### config.mk
export PLATFORM = sky130hd
export DESIGN_NAME = index_free_list_allocator_top
export DESIGN_NICKNAME = d
export VERILOG_FILES = /design/src/rtl/core/ifla_pkg.sv /design/src/rtl/core/ifla_link_store.sv /design/src/rtl/core/ifla_exec.sv /design/src/rtl/core/index_free_list_allocator_top.sv
export SDC_FILE = /design/constraint.sdc
export NUM_CORES = 2
export LEC_CHECK = 0
export BUFFER_PORTS_ARGS = -buffer_cell sky130_fd_sc_hd__buf_2
export CAP_MARGIN = 5
export CELL_PAD_IN_SITES_DETAIL_PLACEMENT = 1
export CELL_PAD_IN_SITES_GLOBAL_PLACEMENT = 1
export CORE_MARGIN = 5
export CORE_UTILIZATION = 30
export CTS_BUF_LIST = sky130_fd_sc_hd__clkbuf_8
export CTS_CLUSTER_DIAMETER = 120
export DETAILED_ROUTE_END_ITERATION = 16
export HOLD_SLACK_MARGIN = 0.03
export PLACE_DENSITY = 0.5
export SYNTH_ARGS = -nofsm -noshare
export SYNTH_HDL_FRONTEND = slang
export SYNTH_HIERARCHICAL = 1
export SYNTH_SLANG_ARGS = --single-unit
export TNS_END_PERCENT = 20
### constraint.sdc
create_clock -name clk -period 15.1 [get_ports clk]
set_input_delay 0.755 -clock clk [delete_from_list [all_inputs] [get_ports clk]]
set_output_delay 0.755 -clock clk [all_outputs]
set_load 0.005 [all_outputs]
### src/rtl/core/ifla_pkg.sv
// ----------------------------------------------------------------------------
// ifla_pkg: shared types and constants for the index free-list allocator
// Slot and link widths, command codes, channel words and the update bundle.
// ----------------------------------------------------------------------------
package ifla_pkg;

	localparam int ADDR_W    = 8;
	localparam int ENTRY_CNT = 1 << ADDR_W;
	localparam int LINK_W    = ADDR_W + 1;

	typedef enum logic {
		CMD_POP  = 1'b0,
		CMD_PUSH = 1'b1
	} cmd_t;

	typedef struct packed {
		cmd_t              cmd;
		logic [ADDR_W-1:0] slot_index;
	} cmd_word_t;

	typedef struct packed {
		logic              ok;
		logic [ADDR_W-1:0] given_index;
	} rsp_word_t;

	typedef struct packed {
		logic              en;
		logic [ADDR_W-1:0] addr;
		logic [LINK_W-1:0] data;
	} link_wr_t;

	typedef struct packed {
		link_wr_t          wr;
		logic [LINK_W-1:0] head_next;
		logic              ok;
		logic [ADDR_W-1:0] given;
	} exec_upd_t;

endpackage

### src/rtl/core/ifla_link_store.sv
// ----------------------------------------------------------------------------
// ifla_link_store: per-slot link words
// Link memory with registered read, per-entry valid bits and write forwarding.
// ----------------------------------------------------------------------------
module ifla_link_store
	import ifla_pkg::*;
(
	input  logic              clk,
	input  logic              arst_n,
	input  logic              rebuild,
	input  logic              rd_en,
	input  logic [ADDR_W-1:0] rd_addr,
	input  link_wr_t          wr,
	output logic [LINK_W-1:0] link
);

	logic [LINK_W-1:0]    mem [ENTRY_CNT];
	logic [ENTRY_CNT-1:0] valid_q;
	logic [LINK_W-1:0]    rd_data_q;
	logic                 rd_valid_q;
	logic [ADDR_W-1:0]    rd_addr_q;
	logic                 fwd_hit_q;
	logic [LINK_W-1:0]    fwd_data_q;

	always_ff @(posedge clk) begin
		if (wr.en) begin
			mem[wr.addr] <= wr.data;
		end
		if (rd_en) begin
			rd_data_q  <= mem[rd_addr];
			rd_addr_q  <= rd_addr;
			fwd_data_q <= wr.data;
		end
	end

	always_ff @(posedge clk or negedge arst_n) begin
		if (!arst_n) begin
			valid_q    <= '0;
			rd_valid_q <= 1'b0;
			fwd_hit_q  <= 1'b0;
		end else begin
			if (rebuild) begin
				valid_q <= '0;
			end else if (wr.en) begin
				valid_q[wr.addr] <= 1'b1;
			end
			if (rd_en) begin
				rd_valid_q <= valid_q[rd_addr];
				fwd_hit_q  <= wr.en && (wr.addr == rd_addr);
			end
		end
	end

	// untouched entries read as their reset link, slot plus one
	always_comb begin
		if (fwd_hit_q) begin
			link = fwd_data_q;
		end else if (rd_valid_q) begin
			link = rd_data_q;
		end else begin
			link = {1'b0, rd_addr_q} + LINK_W'(1);
		end
	end

endmodule

### src/rtl/core/ifla_exec.sv
// ----------------------------------------------------------------------------
// ifla_exec: command evaluation
// Decide pop or push outcome, the link write and the next head.
// ----------------------------------------------------------------------------
module ifla_exec
	import ifla_pkg::*;
(
	input  logic              active,
	input  cmd_word_t         item,
	input  logic [LINK_W-1:0] head,
	input  logic [LINK_W-1:0] entries,
	input  logic [LINK_W-1:0] link,
	output exec_upd_t         upd
);

	logic [LINK_W-1:0] marker;
	logic              pop_ok;
	logic              push_ok;

	assign marker  = entries + LINK_W'(1);
	assign pop_ok  = head < entries;
	// refuse out-of-range slots and slots not currently handed out
	assign push_ok = ({1'b0, item.slot_index} < entries) && (link == marker);

	always_comb begin
		upd.head_next = head;
		unique case (item.cmd)
			CMD_POP: begin
				upd.ok      = pop_ok;
				upd.given   = pop_ok ? head[ADDR_W-1:0] : '0;
				upd.wr.addr = head[ADDR_W-1:0];
				upd.wr.data = marker;
				if (active && pop_ok) begin
					upd.head_next = link;
				end
			end
			CMD_PUSH: begin
				upd.ok      = push_ok;
				upd.given   = '0;
				upd.wr.addr = item.slot_index;
				upd.wr.data = head;
				if (active && push_ok) begin
					upd.head_next = {1'b0, item.slot_index};
				end
			end
			default: begin
				upd.ok      = 1'b0;
				upd.given   = '0;
				upd.wr.addr = '0;
				upd.wr.data = '0;
			end
		endcase
		upd.wr.en = active && upd.ok;
	end

endmodule

### src/rtl/core/index_free_list_allocator_top.sv
// ----------------------------------------------------------------------------
// index_free_list_allocator_top: slot index allocator on a linked free list
// Pop hands out the head slot, push returns a handed-out slot to the head.
// ----------------------------------------------------------------------------
// Every command word yields exactly one response word. A command can be taken
// every clock cycle while the response side is not stalled. The accepting
// edge loads stage 1 and performs the link read; the response register is
// loaded when stage 1 retires. The throughput of one word per cycle
// is set by the link memory read port: the read address of the next command
// is formed from the head that the current command produces, and a link
// written in the same cycle is forwarded to the following read. After reset,
// or after a write of entries_in_use, every link reads as its slot number
// plus one through per-entry valid bits, so no clearing pass is needed and
// commands are taken at once. A written entries_in_use of 0 is stored as 1,
// and a value above 256 as 256. Write the register only while no command is
// outstanding.
module index_free_list_allocator_top
	import ifla_pkg::*;
(
	input  logic              clk,
	input  logic              arst_n,
	input  logic              cmd_valid,
	output logic              cmd_stall,
	input  cmd_word_t         cmd_word,
	output logic              rsp_valid,
	input  logic              rsp_stall,
	output rsp_word_t         rsp_word,
	input  logic              cfg_valid,
	output logic              cfg_ready,
	input  logic [LINK_W-1:0] cfg_data
);

	logic              entries_q;
	logic [LINK_W-1:0] entries_cnt_q;
	logic [LINK_W-1:0] entries_clamped;
	logic [LINK_W-1:0] head_q;
	logic              item_valid_s1;
	cmd_word_t         item_s1;
	logic              rsp_valid_q;
	rsp_word_t         rsp_word_q;
	logic              cfg_fire;
	logic              cmd_fire;
	logic              s1_fire;
	logic [ADDR_W-1:0] rd_addr;
	logic [LINK_W-1:0] link;
	exec_upd_t         upd;

	// config is always taken; it must arrive while the pipe is empty
	assign cfg_ready = 1'b1;
	assign cfg_fire  = cfg_valid && cfg_ready;

	// stage 1 retires when the response register is free or being drained
	assign s1_fire   = item_valid_s1 && !(rsp_valid_q && rsp_stall);
	assign cmd_stall = item_valid_s1 && !s1_fire;
	assign cmd_fire  = cmd_valid && !cmd_stall;

	// clamp the written slot count into 1..ENTRY_CNT
	always_comb begin
		if (cfg_data == '0) begin
			entries_clamped = LINK_W'(1);
		end else if (cfg_data > LINK_W'(ENTRY_CNT)) begin
			entries_clamped = LINK_W'(ENTRY_CNT);
		end else begin
			entries_clamped = cfg_data;
		end
	end

	// flag tracks that the slot count register has been written since reset
	always_ff @(posedge clk or negedge arst_n) begin
		if (!arst_n) begin
			entries_q     <= 1'b0;
			entries_cnt_q <= LINK_W'(ENTRY_CNT);
		end else if (cfg_fire) begin
			entries_q     <= 1'b1;
			entries_cnt_q <= entries_clamped;
		end
	end

	// next command reads the link at its own slot (push) or at the head that
	// the retiring command leaves behind (pop)
	assign rd_addr = (cmd_word.cmd == CMD_PUSH) ? cmd_word.slot_index
	                                            : upd.head_next[ADDR_W-1:0];

	ifla_link_store u_link_store (
		.clk     (clk),
		.arst_n  (arst_n),
		.rebuild (cfg_fire),
		.rd_en   (cmd_fire),
		.rd_addr (rd_addr),
		.wr      (upd.wr),
		.link    (link)
	);

	ifla_exec u_exec (
		.active  (s1_fire),
		.item    (item_s1),
		.head    (head_q),
		.entries (entries_cnt_q),
		.link    (link),
		.upd     (upd)
	);

	// head register: a config write rebuilds the list and restarts at slot 0
	always_ff @(posedge clk or negedge arst_n) begin
		if (!arst_n) begin
			head_q <= '0;
		end else if (cfg_fire) begin
			head_q <= '0;
		end else begin
			head_q <= upd.head_next;
		end
	end

	// stage 1: hold the command while its link read completes
	always_ff @(posedge clk or negedge arst_n) begin
		if (!arst_n) begin
			item_valid_s1 <= 1'b0;
		end else if (cmd_fire) begin
			item_valid_s1 <= 1'b1;
		end else if (s1_fire) begin
			item_valid_s1 <= 1'b0;
		end
	end

	always_ff @(posedge clk) begin
		if (cmd_fire) begin
			item_s1 <= cmd_word;
		end
	end

	// response register: load on retire, drop once taken
	always_ff @(posedge clk or negedge arst_n) begin
		if (!arst_n) begin
			rsp_valid_q <= 1'b0;
		end else if (s1_fire) begin
			rsp_valid_q <= 1'b1;
		end else if (!rsp_stall) begin
			rsp_valid_q <= 1'b0;
		end
	end

	always_ff @(posedge clk) begin
		if (s1_fire) begin
			rsp_word_q.ok          <= upd.ok;
			rsp_word_q.given_index <= upd.given;
		end
	end

	assign rsp_valid = rsp_valid_q;
	assign rsp_word  = rsp_word_q;

`ifndef ASSERT_OFF
	a_head_range: assert property (@(posedge clk) disable iff (!arst_n)
		head_q <= LINK_W'(ENTRY_CNT))
		else $error("free head beyond slot range");

	a_entries_range: assert property (@(posedge clk) disable iff (!arst_n)
		entries_q |-> (entries_cnt_q != '0) && (entries_cnt_q <= LINK_W'(ENTRY_CNT)))
		else $error("slot count outside clamp range");

	a_cfg_rebuild: assert property (@(posedge clk) disable iff (!arst_n)
		cfg_fire |=> head_q == '0)
		else $error("config write did not restart the free list");

	a_retire_loads_rsp: assert property (@(posedge clk) disable iff (!arst_n)
		s1_fire |=> rsp_valid)
		else $error("retired command produced no response");

	a_fail_no_index: assert property (@(posedge clk) disable iff (!arst_n)
		rsp_valid && !rsp_word.ok |-> rsp_word.given_index == '0)
		else $error("failed command carries a slot index");

	a_stall_needs_busy: assert property (@(posedge clk) disable iff (!arst_n)
		cmd_stall |-> item_valid_s1 && rsp_valid && rsp_stall)
		else $error("command stalled with a free pipeline");
`endif

endmodule

==> impl_metrics.csv <==
group,metric,value,unit
finish,finalNetCount,5712,
floorplan,coreArea,339800,µm²
yosys,synth-edff-count,2348,
floorplan,initial_utilization,30.14,%
worst_setup_path,cp_cell_sequence,"nand3_1, or3_1, a21oi_1, a21oi_1, o21ai_0, xnor3_1, nand3_1, nor4b_2, buf_4, mux2i_1, a21oi_1, mux2_8, buf_12, buf_4, mux4_2, a22oi_1, a21oi_1, nor4_1, o22ai_1, or2_2",
place,gp_congestion,0.7643,
power_and_ir_drop,comb_power_share,11.5,%
yosys,avgSynthCellArea,19.43,µm²
timing,hold_slack,0.1776,ns
finish,fin_area,117600,µm²
yosys,ys_types,66,
timing,fin_worst_skew,0.09855,ns
floorplan,fp.dieH,594.3,µm
worst_setup_path,crit_path_end_kind,"register",
yosys,synth_async_sr_flop_share,10.59,%
yosys,synth_area,102400,µm²
cts,cts_tree,"done",
worst_setup_path,cp_num_buf_inv,3,
worst_setup_path,crit_family,"simple AND/OR/NAND/NOR gates",
global_routing,grt_max_degree,194,
floorplan,fp.dieW,594.3,µm
timing,tightestPinTransition,1.445,ns
global_routing,grt_pass1_wl,440700,µm
yosys,synth_warnings,6,
cts,cts.clk_slew.worst_paths,0.06,ns
global_routing,grt-ovfl-total,0,
flow_run,maxCapViolCount,0,
worst_setup_path,crit_path_max_fanout,80,
timing,setup_tns,0,ns
route,firstDrtPassIters,5,
power_and_ir_drop,power_switching,0.004210,W
place,port_buffers,33,
route,drc,0,
route,wl,309200,µm
worst_setup_path,cpMaxStageDelayCell,"nor4_1",
power_and_ir_drop,p_int,0.01171,W
route,num_vias,53820,
yosys,syn-num-nets,5311,
timing,rsz0062_at_grt,"no",
timing,max_slew_margin,2.791,%
global_routing,track_usage,17.09,%
place,hpwl,181000,µm
min_path,hold_path.class,"input pin to register",
yosys,yosys_most_used_dff,"edfxtp_1",
finish,layout_common_cells,"edfxtp_1, nor2_1, mux4_2",
cts,clock_sinks,2626,
power_and_ir_drop,clkPwrFrac,37.4,%
timing,fmax,117.8,MHz
worst_setup_path,crit_path_start_kind,"register",
cts,post-cts-setup-buffers,0,
yosys,seq_area_frac_synth,75.65,%
global_routing,antenna_found_initial,11,
route,vias_per_cell,5.076,
floorplan,dieArea,353100,µm²
finish,final_common_cell,"edfxtp_1",
timing,slew_violations,0,
timing,hold_viol,0,
worst_setup_path,cpMostUsedCell,"a21oi_1",
finish,drive_gt1_share,25.76,%
finish,fillCellCount,33720,
cts,htree_levels,5,
power_and_ir_drop,power.density,135.4,nW/µm²
power_and_ir_drop,swShare,26.44,%
floorplan,rows,214,
worst_setup_path,cp_slowest_stage_delay,1.20,ns
cts,root_buffer,"clkbuf_8",
power_and_ir_drop,p_seq_share,51.1,%
cts,worstSkewPairLatency,1.10,ns
power_and_ir_drop,leakage,38.44,nW
worst_setup_path,worstSetupPathType,"register to register",
global_routing,grt_pass1_vias,57140,
yosys,netlist_instances,5271,
route,dr.first_iter.drc_count,4626,
timing,min_period_over_period,56.21,%
cts,clockBufferDepth,4,
route,avgRoutedWirePerCell,29.17,µm
finish,synthToLayoutAreaGrowth,14.81,%
place,place_area,108900,µm²
worst_setup_path,critical_path_arrival,9.34,ns
timing,period_minus_slack,8.488,ns
run_status,status,"finished, final reports clean",
worst_setup_path,worstPathRequired,15.95,ns
cts,cts_buffers,451,
power_and_ir_drop,ir_drop,0.07386,mV
timing,setup_violations,0,
route,ant_nets,0,
yosys,ys_ff_latch,2626,
floorplan,ios,35,
[power groups by stage]
stage,clock network [W],registers (W),logic [W]
3_3_place_gp,0,0.00828,0.00184
2_1_floorplan,0,0.00831,0.00107
6_report,0.00596,0.00813,0.00183
3_5_place_dp,0,0.00828,0.00186
4_1_cts,0.00618,0.00813,0.00187
5_1_grt,0.00652,0.00813,0.00194
[kinds of logic after synthesis]
family | synth area share (%)
multiplexers | 14.56
other | 0.003662
AND/OR/NAND/NOR | 3.922
XOR/XNOR | 0.2700
adder cells (fa/ha/maj) | 0.2077
flip-flops | 75.65
AO/OA/AOI/OAI | 3.940
buffers and inverters | 1.445
[worst register-to-register path: cells and delay by family (launching register included)]
| kind | cells | cell delay [ns] |
|---|---|---|
| compound gates | 7 | 1.81 |
| mux | 3 | 1.37 |
| xor+xnor | 1 | 0.28 |
| flops | 1 | 0.46 |
| buf+inv | 3 | 1.73 |
| simple gates | 6 | 2.58 |
[state kept, by name, indices dropped and copies added (netlist names)]
register	count
entries_cnt_q	9
head_q	9
item_s1	9
item_valid_s1	1
rsp_valid	1
rsp_word	9
u_link_store/fwd_data_q	9
u_link_store/fwd_hit_q	1
u_link_store/mem	2304
u_link_store/rd_addr_q	8
u_link_store/rd_data_q	9
u_link_store/rd_valid_q	1
u_link_store/valid_q	256
[final cells by class]
type	instances	area (µm²)	share of cell area (%)
clock buffers	484	6661	5.666
clock inverters	356	1647	1.400
multi-input cells	2294	23780	20.23
flip-flops and latches	2626	77470	65.89
inverters	32	120.1	0.1022
well taps	4536	5675	4.827
diodes	6	15.01	0.01277
repair buffers	267	2207	1.877
[per-stage QoR]
stage / utilization, % / instances / power, W / worst slack (ns)
floorplan: - / 5271 / 0.009382 / 2.117
global placement: 32.05 / 9721 / 0.01012 / 6.361
detailed placement: 32.06 / 9724 / 0.01014 / 6.640
CTS: 34.59 / 10590 / 0.01618 / 6.584
global route: 34.60 / 10600 / 0.01659 / 6.290
finish: 34.60 / 10600 / 0.01592 / 6.612
[worst paths after layout]
check / startpoint / to / slack [ns] / cells past startpoint
max in group asynchronous: arst_n / u_link_store/valid_q[80] / 12.56 / 4
worst max register to register: u_link_store/rd_addr_q[2] / u_link_store/rd_data_q[4] / 6.61 / 20
worst max-delay path: u_link_store/rd_addr_q[2] / u_link_store/rd_data_q[4] / 6.61 / 20
worst min-delay path: cfg_valid / u_link_store/valid_q[203] / 0.18 / 2
worst min register to register: item_valid_s1 / rsp_valid / 0.48 / 1
min in group asynchronous: arst_n / u_link_store/valid_q[216] / 0.23 / 2
[synthesized netlist by cell type (6+ instances only)]
cell / instances / area, µm²
mux2i_1: 41 / 410.4
nand2b_1: 6 / 37.54
a21oi_1: 169 / 845.8
nor4_1: 39 / 244.0
buf_1: 13 / 48.80
mux4_2: 627 / 14120
inv_1: 31 / 116.4
and2_1: 10 / 62.56
o221ai_1: 10 / 87.58
nand3_1: 39 / 195.2
o21ba_2: 30 / 300.3
nand2_1: 53 / 198.9
xor2_1: 7 / 61.31
nand4_1: 12 / 75.07
mux2_2: 34 / 382.9
nand3b_1: 8 / 60.06
buf_2: 64 / 320.3
nor2b_1: 18 / 112.6
or2_2: 11 / 68.82
o22ai_1: 25 / 156.4
nor3_1: 8 / 40.04
edfxtp_1: 2348 / 70510
xnor2_1: 15 / 131.4
a22oi_1: 292 / 2192
buf_4: 14 / 105.1
o21ai_0: 24 / 120.1
clkbuf_1: 224 / 840.8
ha_1: 17 / 212.7
dfrtp_1: 277 / 6932
nor2_1: 737 / 2766
[per-layer routing]
layer  track usage [%]  up-vias  wire (µm)
li1                  -    22250          -
met1             24.25    29630     138300
met2             27.56     1479     147000
met3             2.478      450      15640
met4             4.704        0       8173
met5                 0        -          0
[what timing repair did]
item / in CTS / in global routing
hold buffers: 30 / 0
hold endpoints to repair: 89 / 0
resized for setup: 0 / 0
No activity file was read; power rests on OpenSTA's default activity.
